--- config.mk ---
export PLATFORM = sky130hd
export DESIGN_NAME = lru_key_value_cache
export DESIGN_NICKNAME = d
export VERILOG_FILES = /design/src/sv/lkv_pkg.sv /design/src/sv/lkv_ram.sv /design/src/sv/lkv_ctrl.sv /design/src/sv/lkv_dp.sv /design/src/sv/lru_key_value_cache.sv
export SDC_FILE = /design/constraint.sdc
export NUM_CORES = 2
export LEC_CHECK = 0
export BUFFER_PORTS_ARGS = -buffer_cell sky130_fd_sc_hd__buf_2
export CORE_MARGIN = 3
export CORE_UTILIZATION = 28
export CTS_CLUSTER_DIAMETER = 80
export DETAILED_ROUTE_END_ITERATION = 8
export PLACE_DENSITY = 0.39
export SYNTH_ARGS = -nofsm -noshare
export SYNTH_HDL_FRONTEND = slang
export SYNTH_SLANG_ARGS = --single-unit
export TNS_END_PERCENT = 1
--- constraint.sdc ---
create_clock -name clk -period 6 [get_ports clk]
set_input_delay 0.3 -clock clk [delete_from_list [all_inputs] [get_ports clk]]
set_output_delay 0.3 -clock clk [all_outputs]
set_load 0.1 [all_outputs]
--- src/sv/lkv_pkg.sv ---
// lkv_pkg: sizes, command and status types for the LRU key-value cache.
// Used by lkv_ctrl, lkv_dp and lru_key_value_cache. No dependencies.
package lkv_pkg;

    localparam int SLOTS       = 64;
    localparam int KEY_WIDTH   = 16;
    localparam int VALUE_WIDTH = 32;
    localparam int CAP_W       = 7;
    localparam int CAP_RESET   = 64;
    localparam int IDX_W       = (SLOTS > 1) ? $clog2(SLOTS) : 1;
    localparam int CNT_W       = $clog2(SLOTS + 1);
    localparam int CMP_W       = (CNT_W > CAP_W) ? CNT_W : CAP_W;

    typedef enum logic [3:0] {
        OP_NONE,
        OP_LOAD,
        OP_SCAN,
        OP_SEL_HIT,
        OP_SEL_EVICT,
        OP_SEL_FREE,
        OP_LINK_WR,
        OP_PUSH,
        OP_INSERT,
        OP_RESP
    } op_t;

    typedef struct packed {
        op_t op;
    } cmd_t;

    typedef struct packed {
        logic             scan_done;
        logic             found;
        logic             is_get;
        logic             evicting;
        logic             evict_need;
        logic             free_found;
        logic             out_free;
        logic [CNT_W-1:0] entry_count;
    } status_t;

endpackage

--- src/sv/lkv_ram.sv ---
// lkv_ram: generic single-write, single-read RAM with registered read data.
// No dependencies.
module lkv_ram #(
    parameter int WIDTH = 8,
    parameter int DEPTH = 64,
    localparam int ADDR_W = (DEPTH > 1) ? $clog2(DEPTH) : 1
) (
    input  logic              clk,
    input  logic              we,
    input  logic [ADDR_W-1:0] waddr,
    input  logic [WIDTH-1:0]  wdata,
    input  logic [ADDR_W-1:0] raddr,
    output logic [WIDTH-1:0]  rdata
);

    logic [WIDTH-1:0] mem [DEPTH];

    always_ff @(posedge clk)
    begin
        if (we)
        begin
            mem[waddr] <= wdata;
        end
        rdata <= mem[raddr];
    end

endmodule

--- src/sv/lkv_ctrl.sv ---
// lkv_ctrl: request sequencer of the LRU key-value cache.
// Depends on lkv_pkg; drives lkv_dp through cmd_t, reads status_t.
module lkv_ctrl (
    input  logic             clk,
    input  logic             rst_n,
    input  logic             in_valid,
    output logic             in_ready,
    input  lkv_pkg::status_t st,
    output lkv_pkg::cmd_t    cmd
);
    import lkv_pkg::*;

    typedef enum logic [2:0] {
        S_IDLE,
        S_SCAN,
        S_DECIDE,
        S_LINK_RD,
        S_LINK_WR,
        S_PUSH,
        S_INSERT,
        S_RESP
    } state_t;

    state_t state_reg, state_next;

    assign in_ready = (state_reg == S_IDLE);

    always_comb
    begin
        state_next = state_reg;
        cmd.op     = OP_NONE;
        unique case (state_reg)
            S_IDLE:
            begin
                if (in_valid)
                begin
                    cmd.op     = OP_LOAD;
                    state_next = S_SCAN;
                end
            end
            S_SCAN:
            begin
                cmd.op = OP_SCAN;
                if (st.scan_done)
                begin
                    state_next = S_DECIDE;
                end
            end
            S_DECIDE:
            begin
                if (st.found)
                begin
                    cmd.op     = OP_SEL_HIT;
                    state_next = S_LINK_RD;
                end
                else if (st.is_get)
                begin
                    state_next = S_RESP;
                end
                else if (st.evict_need)
                begin
                    cmd.op     = OP_SEL_EVICT;
                    state_next = S_LINK_RD;
                end
                else if (st.free_found)
                begin
                    cmd.op     = OP_SEL_FREE;
                    state_next = S_INSERT;
                end
                else
                begin
                    state_next = S_IDLE;
                end
            end
            S_LINK_RD:
            begin
                state_next = S_LINK_WR;
            end
            S_LINK_WR:
            begin
                cmd.op     = OP_LINK_WR;
                state_next = st.evicting ? S_INSERT : S_PUSH;
            end
            S_PUSH:
            begin
                cmd.op     = OP_PUSH;
                state_next = st.is_get ? S_RESP : S_IDLE;
            end
            S_INSERT:
            begin
                cmd.op     = OP_INSERT;
                state_next = S_IDLE;
            end
            S_RESP:
            begin
                if (st.out_free)
                begin
                    cmd.op     = OP_RESP;
                    state_next = S_IDLE;
                end
            end
            default:
            begin
                state_next = S_IDLE;
            end
        endcase
    end

    always_ff @(posedge clk or negedge rst_n)
    begin
        if (!rst_n)
        begin
            state_reg <= S_IDLE;
        end
        else
        begin
            state_reg <= state_next;
        end
    end

endmodule

--- src/sv/lkv_dp.sv ---
// lkv_dp: slot memories, recency links, key scan and result register.
// Depends on lkv_pkg and lkv_ram; commanded by lkv_ctrl.
module lkv_dp (
    input  logic                           clk,
    input  logic                           rst_n,
    input  lkv_pkg::cmd_t                  cmd,
    output lkv_pkg::status_t               st,
    input  logic                           cfg_we,
    input  logic [lkv_pkg::CAP_W-1:0]      cfg_wdata,
    input  logic                           in_cmd,
    input  logic [lkv_pkg::KEY_WIDTH-1:0]  in_key,
    input  logic [lkv_pkg::VALUE_WIDTH-1:0] in_value,
    output logic                           out_valid,
    input  logic                           out_ready,
    output logic                           out_hit,
    output logic [lkv_pkg::VALUE_WIDTH-1:0] out_value
);
    import lkv_pkg::*;

    logic [CAP_W-1:0]       cap_reg;
    logic                   get_reg;
    logic [KEY_WIDTH-1:0]   key_reg;
    logic [VALUE_WIDTH-1:0] value_reg;
    logic [CNT_W-1:0]       scan_idx_reg;
    logic                   stage_vld_reg;
    logic [IDX_W-1:0]       stage_idx_reg;
    logic                   found_reg;
    logic [IDX_W-1:0]       fslot_reg;
    logic                   free_found_reg;
    logic [IDX_W-1:0]       free_idx_reg;
    logic [IDX_W-1:0]       s_reg;
    logic [IDX_W-1:0]       ins_reg;
    logic                   skip_reg;
    logic                   evict_reg;
    logic [VALUE_WIDTH-1:0] val_reg;
    logic [SLOTS-1:0]       valid_reg;
    logic [IDX_W-1:0]       newest_reg;
    logic [IDX_W-1:0]       oldest_reg;
    logic [CNT_W-1:0]       count_reg;
    logic                   out_valid_reg;
    logic                   out_hit_reg;
    logic [VALUE_WIDTH-1:0] out_value_reg;

    logic [KEY_WIDTH-1:0]   key_rdata;
    logic [VALUE_WIDTH-1:0] val_rdata;
    logic [IDX_W-1:0]       newer_rdata;
    logic [IDX_W-1:0]       older_rdata;

    logic                   key_we;
    logic                   val_we;
    logic [IDX_W-1:0]       val_waddr;
    logic                   older_we;
    logic [IDX_W-1:0]       older_waddr;
    logic [IDX_W-1:0]       older_wdata;
    logic                   newer_we;
    logic [IDX_W-1:0]       newer_waddr;
    logic [IDX_W-1:0]       newer_wdata;

    logic [CMP_W-1:0]       cap_ext;
    logic [CMP_W-1:0]       cap_eff;
    logic                   scan_issue;
    logic                   stage_match;
    logic                   stage_free;
    logic [IDX_W-1:0]       nw_eff;
    logic [IDX_W-1:0]       evict_slot;
    logic                   empty;

    assign cap_ext    = CMP_W'(cap_reg);
    assign cap_eff    = (cap_ext == '0) ? CMP_W'(1)
                      : (cap_ext > CMP_W'(SLOTS)) ? CMP_W'(SLOTS) : cap_ext;
    assign scan_issue = (scan_idx_reg < CNT_W'(SLOTS));
    assign stage_match = stage_vld_reg && valid_reg[stage_idx_reg]
                       && (key_rdata == key_reg);
    assign stage_free  = stage_vld_reg && !valid_reg[stage_idx_reg];
    assign nw_eff      = (s_reg == newest_reg) ? s_reg : newer_rdata;
    assign evict_slot  = (!free_found_reg || (s_reg < free_idx_reg)) ? s_reg : free_idx_reg;
    assign empty       = (count_reg == '0);

    assign st.scan_done   = stage_vld_reg && (stage_idx_reg == IDX_W'(SLOTS - 1));
    assign st.found       = found_reg;
    assign st.is_get      = get_reg;
    assign st.evicting    = evict_reg;
    assign st.evict_need  = (CMP_W'(count_reg) >= cap_eff) && !empty;
    assign st.free_found  = free_found_reg;
    assign st.out_free    = !out_valid_reg || out_ready;
    assign st.entry_count = count_reg;

    assign out_valid = out_valid_reg;
    assign out_hit   = out_hit_reg;
    assign out_value = out_value_reg;

    always_comb
    begin
        key_we      = (cmd.op == OP_INSERT);
        val_we      = 1'b0;
        val_waddr   = s_reg;
        older_we    = 1'b0;
        older_waddr = nw_eff;
        older_wdata = older_rdata;
        newer_we    = 1'b0;
        newer_waddr = older_rdata;
        newer_wdata = nw_eff;
        case (cmd.op)
            OP_LINK_WR:
            begin
                if (!skip_reg)
                begin
                    older_we = (s_reg != newest_reg);
                    newer_we = (s_reg != oldest_reg);
                end
            end
            OP_PUSH:
            begin
                val_we = !get_reg;
                if (!skip_reg)
                begin
                    older_we    = 1'b1;
                    older_waddr = s_reg;
                    older_wdata = newest_reg;
                    newer_we    = 1'b1;
                    newer_waddr = newest_reg;
                    newer_wdata = s_reg;
                end
            end
            OP_INSERT:
            begin
                val_we      = 1'b1;
                val_waddr   = ins_reg;
                older_we    = !empty;
                older_waddr = ins_reg;
                older_wdata = newest_reg;
                newer_we    = !empty;
                newer_waddr = newest_reg;
                newer_wdata = ins_reg;
            end
            default:
            begin
            end
        endcase
    end

    lkv_ram #(.WIDTH(KEY_WIDTH), .DEPTH(SLOTS)) u_key_ram (
        .clk   (clk),
        .we    (key_we),
        .waddr (ins_reg),
        .wdata (key_reg),
        .raddr (scan_idx_reg[IDX_W-1:0]),
        .rdata (key_rdata)
    );

    lkv_ram #(.WIDTH(VALUE_WIDTH), .DEPTH(SLOTS)) u_val_ram (
        .clk   (clk),
        .we    (val_we),
        .waddr (val_waddr),
        .wdata (value_reg),
        .raddr (s_reg),
        .rdata (val_rdata)
    );

    lkv_ram #(.WIDTH(IDX_W), .DEPTH(SLOTS)) u_newer_ram (
        .clk   (clk),
        .we    (newer_we),
        .waddr (newer_waddr),
        .wdata (newer_wdata),
        .raddr (s_reg),
        .rdata (newer_rdata)
    );

    lkv_ram #(.WIDTH(IDX_W), .DEPTH(SLOTS)) u_older_ram (
        .clk   (clk),
        .we    (older_we),
        .waddr (older_waddr),
        .wdata (older_wdata),
        .raddr (s_reg),
        .rdata (older_rdata)
    );

    always_ff @(posedge clk or negedge rst_n)
    begin
        if (!rst_n)
        begin
            cap_reg        <= CAP_W'(CAP_RESET);
            scan_idx_reg   <= '0;
            stage_vld_reg  <= 1'b0;
            found_reg      <= 1'b0;
            free_found_reg <= 1'b0;
            skip_reg       <= 1'b0;
            evict_reg      <= 1'b0;
            valid_reg      <= '0;
            newest_reg     <= '0;
            oldest_reg     <= '0;
            count_reg      <= '0;
            out_valid_reg  <= 1'b0;
        end
        else
        begin
            if (cfg_we)
            begin
                cap_reg <= cfg_wdata;
            end
            if (out_valid_reg && out_ready && (cmd.op != OP_RESP))
            begin
                out_valid_reg <= 1'b0;
            end
            case (cmd.op)
                OP_LOAD:
                begin
                    get_reg        <= !in_cmd;
                    key_reg        <= in_key;
                    value_reg      <= in_value;
                    scan_idx_reg   <= '0;
                    stage_vld_reg  <= 1'b0;
                    found_reg      <= 1'b0;
                    free_found_reg <= 1'b0;
                    evict_reg      <= 1'b0;
                    skip_reg       <= 1'b0;
                end
                OP_SCAN:
                begin
                    stage_vld_reg <= scan_issue;
                    stage_idx_reg <= scan_idx_reg[IDX_W-1:0];
                    if (scan_issue)
                    begin
                        scan_idx_reg <= scan_idx_reg + CNT_W'(1);
                    end
                    if (stage_match && !found_reg)
                    begin
                        found_reg <= 1'b1;
                        fslot_reg <= stage_idx_reg;
                    end
                    if (stage_free && !free_found_reg)
                    begin
                        free_found_reg <= 1'b1;
                        free_idx_reg   <= stage_idx_reg;
                    end
                end
                OP_SEL_HIT:
                begin
                    s_reg    <= fslot_reg;
                    skip_reg <= (fslot_reg == newest_reg);
                end
                OP_SEL_EVICT:
                begin
                    s_reg     <= oldest_reg;
                    evict_reg <= 1'b1;
                end
                OP_SEL_FREE:
                begin
                    ins_reg <= free_idx_reg;
                end
                OP_LINK_WR:
                begin
                    val_reg <= val_rdata;
                    if (!skip_reg)
                    begin
                        if (s_reg == newest_reg)
                        begin
                            newest_reg <= older_rdata;
                        end
                        if (s_reg == oldest_reg)
                        begin
                            oldest_reg <= nw_eff;
                        end
                    end
                    if (evict_reg)
                    begin
                        valid_reg[s_reg] <= 1'b0;
                        count_reg        <= count_reg - CNT_W'(1);
                        ins_reg          <= evict_slot;
                    end
                end
                OP_PUSH:
                begin
                    if (!skip_reg)
                    begin
                        newest_reg <= s_reg;
                    end
                end
                OP_INSERT:
                begin
                    valid_reg[ins_reg] <= 1'b1;
                    count_reg          <= count_reg + CNT_W'(1);
                    newest_reg         <= ins_reg;
                    if (empty)
                    begin
                        oldest_reg <= ins_reg;
                    end
                end
                OP_RESP:
                begin
                    out_valid_reg <= 1'b1;
                    out_hit_reg   <= found_reg;
                    out_value_reg <= found_reg ? val_reg : '0;
                end
                default:
                begin
                end
            endcase
        end
    end

endmodule

--- src/sv/lru_key_value_cache.sv ---
// lru_key_value_cache: top level of the LRU key-value cache.
// Depends on lkv_pkg, lkv_ctrl, lkv_dp (which uses lkv_ram).
//
//  channel   dir  signals                     word
//  s_        in   s_tvalid/s_tready/...       tdata: key, value; tuser: cmd
//  m_        out  m_tvalid/m_tready/...       tdata: read_value; tuser: hit
//  cfg_      in   cfg_we, cfg_wdata           capacity_limit
//
// Each word runs from acceptance to the next ready through a load step, a
// key scan through the key RAM read port, a decide step, then a link
// read-modify-write, insert or result. One word is in work at a time; a get
// result waits in the output register and the next word is accepted
// meanwhile. A result step stalls while the previous result is still
// waiting. Reset clears valid bits at once.
module lru_key_value_cache (
    input  logic        clk,
    input  logic        rst_n,
    input  logic        s_tvalid,
    output logic        s_tready,
    input  logic [47:0] s_tdata,   // [15:0] key, [47:16] value
    input  logic [0:0]  s_tuser,   // [0] cmd
    output logic        m_tvalid,
    input  logic        m_tready,
    output logic [31:0] m_tdata,   // [31:0] read_value
    output logic [0:0]  m_tuser,   // [0] hit
    input  logic        cfg_we,
    input  logic [lkv_pkg::CAP_W-1:0] cfg_wdata
);
    import lkv_pkg::*;

    cmd_t    cmd;
    status_t st;

    lkv_ctrl u_ctrl (
        .clk      (clk),
        .rst_n    (rst_n),
        .in_valid (s_tvalid),
        .in_ready (s_tready),
        .st       (st),
        .cmd      (cmd)
    );

    lkv_dp u_dp (
        .clk       (clk),
        .rst_n     (rst_n),
        .cmd       (cmd),
        .st        (st),
        .cfg_we    (cfg_we),
        .cfg_wdata (cfg_wdata),
        .in_cmd    (s_tuser[0]),
        .in_key    (s_tdata[15:0]),
        .in_value  (s_tdata[47:16]),
        .out_valid (m_tvalid),
        .out_ready (m_tready),
        .out_hit   (m_tuser[0]),
        .out_value (m_tdata)
    );

`ifndef SYNTHESIS
    a_count_bound: assert property (@(posedge clk) disable iff (!rst_n)
        st.entry_count <= CNT_W'(SLOTS))
        else $error("entry count above slot count");

    a_one_in_flight: assert property (@(posedge clk) disable iff (!rst_n)
        (s_tvalid && s_tready) |=> !s_tready)
        else $error("second word accepted during work");

    a_resp_source: assert property (@(posedge clk) disable iff (!rst_n)
        $rose(m_tvalid) |-> $past(cmd.op == OP_RESP))
        else $error("result shown without response step");
`endif

endmodule
# ---- After elaboration in Yosys (flattened, before gate mapping)
# Memories as Yosys holds them, arrays and structs flattened. A register that Yosys moved wholly into a read port is not among the register bits.
# Index checks and enable logic that the tools add are counted.
dict set report totals {
  reg_bits 250
  mem_bits_rw 3840
  input_bits 61
  memories 4
}
dict set report classes {
  n_addsub 3
  magnitude_cmp 9
  n_eq_ne 36
  n_mux 72
  n_bitwise 3
  n_reduce_logical 46
}
# name words width rd rd_ports_with_merged_regs write_ports line
set memory_table {}
lappend memory_table {u_dp.u_val_ram.mem 64 32 1 1 1 lkv_ram.sv:16} ;# logic [WIDTH-1:0] mem [DEPTH];
lappend memory_table {u_dp.u_key_ram.mem 64 16 1 1 1 lkv_ram.sv:16}
lappend memory_table {u_dp.u_newer_ram.mem 64 6 1 1 1 lkv_ram.sv:16}
lappend memory_table {u_dp.u_older_ram.mem 64 6 1 1 1 lkv_ram.sv:16}
# cell n
set op_table {}
lappend op_table {{one-hot mux 64 bit (2 select lines)} 1}
lappend op_table {{2-to-1 mux 6 bit} 12}
lappend op_table {{bitwise AND 64 bit} 1}
lappend op_table {{2-to-1 mux 64 bit} 1}
lappend op_table {{inverter 64 bit} 1}
lappend op_table {{OR 64 bit} 1}
lappend op_table {{one-hot mux 6 bit (2 select lines)} 5}
lappend op_table {{2-to-1 mux 7 bit} 4}
lappend op_table {{one-hot mux 4 bit (7 select lines)} 1}
lappend op_table {{one-hot mux 7 bit (2 select lines)} 2}
lappend op_table {{2-to-1 mux 3 bit} 9}
lappend op_table {{one-hot mux 3 bit (8 select lines)} 1}
lappend op_table {{less-than comparator 6 x 7 -> 1 bit, second input constant} 3}
lappend op_table {{2-to-1 mux 1 bit} 19}
lappend op_table {{== test 6 bit} 3}
lappend op_table {{one-hot mux 6 bit (3 select lines)} 1}
lappend op_table {{AND reduction 2 bit} 9}
lappend op_table {{== test 16 bit} 1}
lappend op_table {{== test 4 x 3 -> 1 bit, second input constant} 4}
lappend op_table {{2-to-1 mux 4 bit} 4}
lappend op_table {{adder 7 x 1 -> 7 bit, second input constant} 2}
lappend op_table {{logical NOT 7 bit} 2}
lappend op_table {{nonzero test 2 bit} 7}
lappend op_table {{demux 1 bit (select 6 bit)} 2}
lappend op_table {{other kinds (28)} 73}

# ---- Longest topological paths before layout
dict set report depth {
  ltp_word 13
  depth_mapped 12
  ltp_nobuf 11
}

# ---- By module
# Synthesis repeated with hierarchy kept, for this count alone.
dict set report hier_totals {
  cells_unflattened 7562
  area_unflattened_um2 160650.3
}
# mod n_inst cells_each area_per_inst_um2
set by_module_without_submodules {}
lappend by_module_without_submodules {{lkv_ram (u_dp.u_val_ram)} 1 3324 78515.3}
lappend by_module_without_submodules {{lkv_ram (u_dp.u_key_ram)} 1 1829 40042.2}
lappend by_module_without_submodules {{lkv_ram (u_dp.u_newer_ram ...)} 2 720 15225.9}
lappend by_module_without_submodules {lkv_dp 1 920 11259.5}
lappend by_module_without_submodules {lkv_ctrl 1 49 381.6}

# ---- Least setup slack after synthesis
# No wires, ideal clock.
dict set report synth_timing {
  kind {reg-to-reg}
  startpoint {reg u_ctrl.state_reg[1]}
  endpoint {reg u_dp.get_reg (enable)}
  setup_time_ps 456
  t_arrival_ps 5340
  setup_slack_ps 205
  stages_incl_launch_ff 5
  cell_sequence {dfrtp_1 > buf_2 > nor3_1 > nand2_1 > nor2_1}
}
dict set report synth_via {
  elab_chain_len 4
}
# item line
set synth_rtl {}
lappend synth_rtl {{from (decl)} lkv_ctrl.sv:24} ;# state_t state_reg, state_next;
lappend synth_rtl {{from (signal assigned)} lkv_ctrl.sv:117} ;# state_reg <= state_next;
lappend synth_rtl {{logical NOT 3 bit} --}
lappend synth_rtl {{via s_tready} lru_key_value_cache.sv:19} ;# output logic s_tready,
lappend synth_rtl {{one-hot mux 4 bit (7 select lines)} lkv_ctrl.sv:32} ;# unique case (state_reg)
lappend synth_rtl {{== test 4 x 1 -> 1 bit} lkv_dp.sv:205} ;# case (cmd.op)
lappend synth_rtl {{AND reduction 2 bit (no source line)} --}
lappend synth_rtl {{to (signal assigned)} lkv_dp.sv:208} ;# get_reg <= !in_cmd;
lappend synth_rtl {{to (decl)} lkv_dp.sv:21} ;# logic get_reg;
# The timed path passes the listed nets, and every way through them passes these cells.
# A chain may end at the register's enable or synchronous reset.

# ---- Worst setup path after layout
dict set report layout_timing {
  startpoint {reg u_ctrl.state_reg[2]}
  endpoint {mem u_dp.u_val_ram.mem[45][8] in the netlist's numbering (enable)}
}
dict set report layout_via {
  elab_chain_len 6
}
# item line
set layout_rtl {}
lappend layout_rtl {{== test 3 bit, or another cell as far along} lkv_ctrl.sv:32}
lappend layout_rtl {{one-hot mux 4 bit (7 select lines) *} lkv_ctrl.sv:32}
lappend layout_rtl {{== test 4 bit or == test 4 x 3 -> 1 bit (tied branches)} lkv_dp.sv:103} ;# case (cmd.op)
lappend layout_rtl {{one-hot mux 1 bit (2 select lines)} lkv_dp.sv:103}
lappend layout_rtl {{2-to-1 mux 1 bit} lkv_ram.sv:20} ;# if (we)
lappend layout_rtl {{2-to-1 mux 1 bit (not written as such)} lkv_ram.sv:22} ;# mem[waddr] <= wdata;
lappend layout_rtl {{to (decl)} lkv_ram.sv:16}
# Mark *: on every way between the ends. The rest lies on a longest branch, timed or not.

==> flow_metrics.tcl <==
set metrics [dict create \
    rows 277 \
    detail-route-antenna-nets 0 \
    die_area_mm2 0.581 \
    r2r-end "u_dp.u_val_ram.mem[45][8]" \
    h-tree-depth 5 \
    cts_tree "yes" \
    tightest_slew_ns 1.37 \
    netlist.area_leader.share_pct 74.8 \
    cts_hold_buf 117 \
    drive_above_1_share_pct 22.6 \
    overflow 0 \
    yosysTopAreaCell "edfxtp_1" \
    yosys-top-cells-count "edfxtp_1, nor2_1, mux4_2, a221oi_1, mux2i_1" \
    crit_arrival_ns 5.44 \
    cts_sinks 4150 \
    grt_start_max_net_pins 101 \
    die_y_um 762 \
    track_usage_pct 19.3 \
    drc 0 \
    largest_reg_flops 2048 \
    worstSetupStartpointType "register" \
    tns_ns 0 \
    clkLatencyLatePin_ns 1.07 \
    reg2reg_depth 8 \
    holdPathEnd "u_dp.value_reg[3]" \
    finalSetupViolCount 0 \
    drt-initial-drc-count 9201 \
    syn_avg_cell_area_um2 19.0 \
    nFillCells 54200 \
    synth_flop_cell "edfxtp_1" \
    gp_congestion 0.831 \
    via_count 87400 \
    place_inst 15900 \
    portBuffers 95 \
    skew_ns 0.0916 \
    synth_nets 8505 \
    syn_to_final_growth_pct 17.6 \
    ys_warn_count 0 \
    io_pins 96 \
    die_w_um 762 \
    synth_cell_type_count 86 \
    crit_path_end_kind "register" \
    period_share_pct 79.3 \
    r2r_slack_ns 1.24 \
    synth_area_leaders "edfxtp_1, mux4_2, mux2i_1, a221oi_1, mux2_2" \
    antenna_found_initial 51 \
    final_cells 16900 \
    cp_max_fo 29 \
    synth_area_mm2 0.160 \
    hold_viol 0 \
    slew_viol_final 0 \
    finalNetCount 9054 \
    postCtsSetupRepairBufs 0 \
    top_regs "u_dp.u_val_ram.mem x2048, u_dp.u_key_ram.mem x1024" \
    routed_via_density 5.17 \
    critPathKind "reg -> reg" \
    required_ns 6.68 \
    status "finished clean" \
    slew-limit-headroom_pct 8.50 \
    dr.pass1.iters 6 \
    hp-class "in -> reg" \
    power_density_mw_per_mm2 369 \
    synthMostInstantiatedCell "edfxtp_1" \
    ys_seq_area_share_pct 77.2 \
    ctsResizeCount 0 \
    root_buffer "clkbuf_16" \
    grt_pass1_vias 88300 \
    core-area_mm2 0.569 \
    rr_startpoint "u_ctrl.state_reg[2]" \
    post-dp-hpwl_mm 343 \
    p_total_mw 69.5 \
    hold_path_depth 2 \
    cts.clk_slew.worst_paths_ns 0.06 \
    hp-start "s_tdata[19]" \
    p_leak_nw 59.3 \
    cap_violations 0 \
    ys_ff_latch 4150 \
    clk_path_buf_depth 4 \
    initial_utilization_pct 28.1 \
    synth-async-reset-ratio_pct 2.55 \
    rsz0062_at_grt "false" \
    synth_edf_count 3984 \
    netlist_instances 8425 \
    cts_made_buffers 462 \
    period_needed_ns 4.76 \
    wl_per_cell_um 34.1 \
    wirelength_mm 577 \
    regMostFlops "u_dp.u_val_ram.mem" \
    max_freq_mhz 210 \
    grt_pass1_wl_mm 782 \
    ir_drop_v 0.000274 \
]
-- cell type report --
cell class	count	area, µm²	share of cell area (%)
clock buffer	616	12600	6.67
tap	7533	9430	5.01
timing repair buffer	611	5490	2.92
multi-input combinational	3716	34700	18.4
inverter	33	140	0.0744
antenna	19	47.5	0.0253
sequential	4150	124000	65.6
clock inverter	237	2370	1.26
-- kinds of logic after synthesis --
logic type	share of synthesized area, %
flops	77.2
compound gates	6.64
mux	11.4
simple gates	2.69
buf+inv	1.71
xor+xnor	0.241
fa+ha+maj	0.153
-- placed cells by master (no fill, tap or decap), drive strengths merged, types with 12 or more instances in the layout --
master | synthesis | final
edfxtp | 3984 | 3984
clkbuf | 190 | 616
nor2 | 563 | 563
mux4 | 523 | 523
buf | 336 | 495
a221oi | 372 | 372
mux2i | 364 | 364
a21oi | 336 | 336
mux2 | 248 | 248
nand2 | 230 | 230
o21ai | 194 | 194
clkinv | 2 | 183
o22ai | 175 | 175
a22oi | 158 | 158
dlygate4sd3 | 0 | 116
dfrtp | 105 | 105
o22a | 62 | 62
dfxtp | 60 | 60
a22o | 57 | 57
inv | 31 | 47
nand3 | 41 | 41
and2 | 41 | 41
xnor2 | 35 | 35
bufinv | 0 | 31
o221ai | 29 | 29
nor3 | 29 | 29
a221o | 23 | 23
diode | 0 | 19
nand4 | 19 | 19
ha | 18 | 18
o211ai | 17 | 17
a211oi | 15 | 15
or3 | 14 | 14
nand2b | 13 | 13
a31oi | 13 | 13
a21o | 13 | 13
or4 | 12 | 12
-- how the worst max path moves through the flow --
stage / start / endpoint / slack [ns] / depth (start not counted)
after floorplan: u_ctrl.state_reg[1] / u_dp.get_reg / 0.20 / 4
after global placement: u_ctrl.state_reg[2] / u_dp.u_val_ram.mem[45][23] / 1.38 / 8
after detailed placement: u_ctrl.state_reg[2] / u_dp.u_val_ram.mem[45][23] / 1.33 / 8
after CTS: u_ctrl.state_reg[2] / u_dp.u_val_ram.mem[45][14] / 1.29 / 8
after global routing: u_ctrl.state_reg[2] / u_dp.u_val_ram.mem[43][13] / 1.19 / 8
final: u_ctrl.state_reg[2] / u_dp.u_val_ram.mem[45][8] / 1.24 / 8
-- through the flow --
step                      hold slack, ns  utilization, %  worst slack [ns]  area, µm²
after floorplan                  0.00441               -             0.205     160000
after global placement             0.315            30.2              1.38     172000
after detailed placement           0.326            30.2              1.33     172000
after CTS                         0.0688            33.1              1.29     188000
after global routing               0.151            33.1              1.19     188000
final                              0.146            33.1              1.24     188000
-- report_power, final --
part	switching, mW	total, mW	internal (mW)
sequential	0.521	33.4	32.8
combinational	5.08	8.16	3.08
clock	11.9	27.9	16.0
total	17.5	69.5	52.0
-- layer usage --
metal	track usage, %	wire (µm)
met5	0	34
met3	2.36	29700
met4	4.62	14800
met1	26.3	249000
met2	32.9	284000
-- critical path, cell delays in order, from the launching register on --
cell and delay [ns]:
dfrtp_1 0.36, buf_4 0.23, inv_1 0.49, nor2_2 0.12, buf_4 0.23, o21ai_0 0.99, nand2_1 0.83, nor2_4 0.83
buf_12 0.28
(Power assumes the default switching activity.)
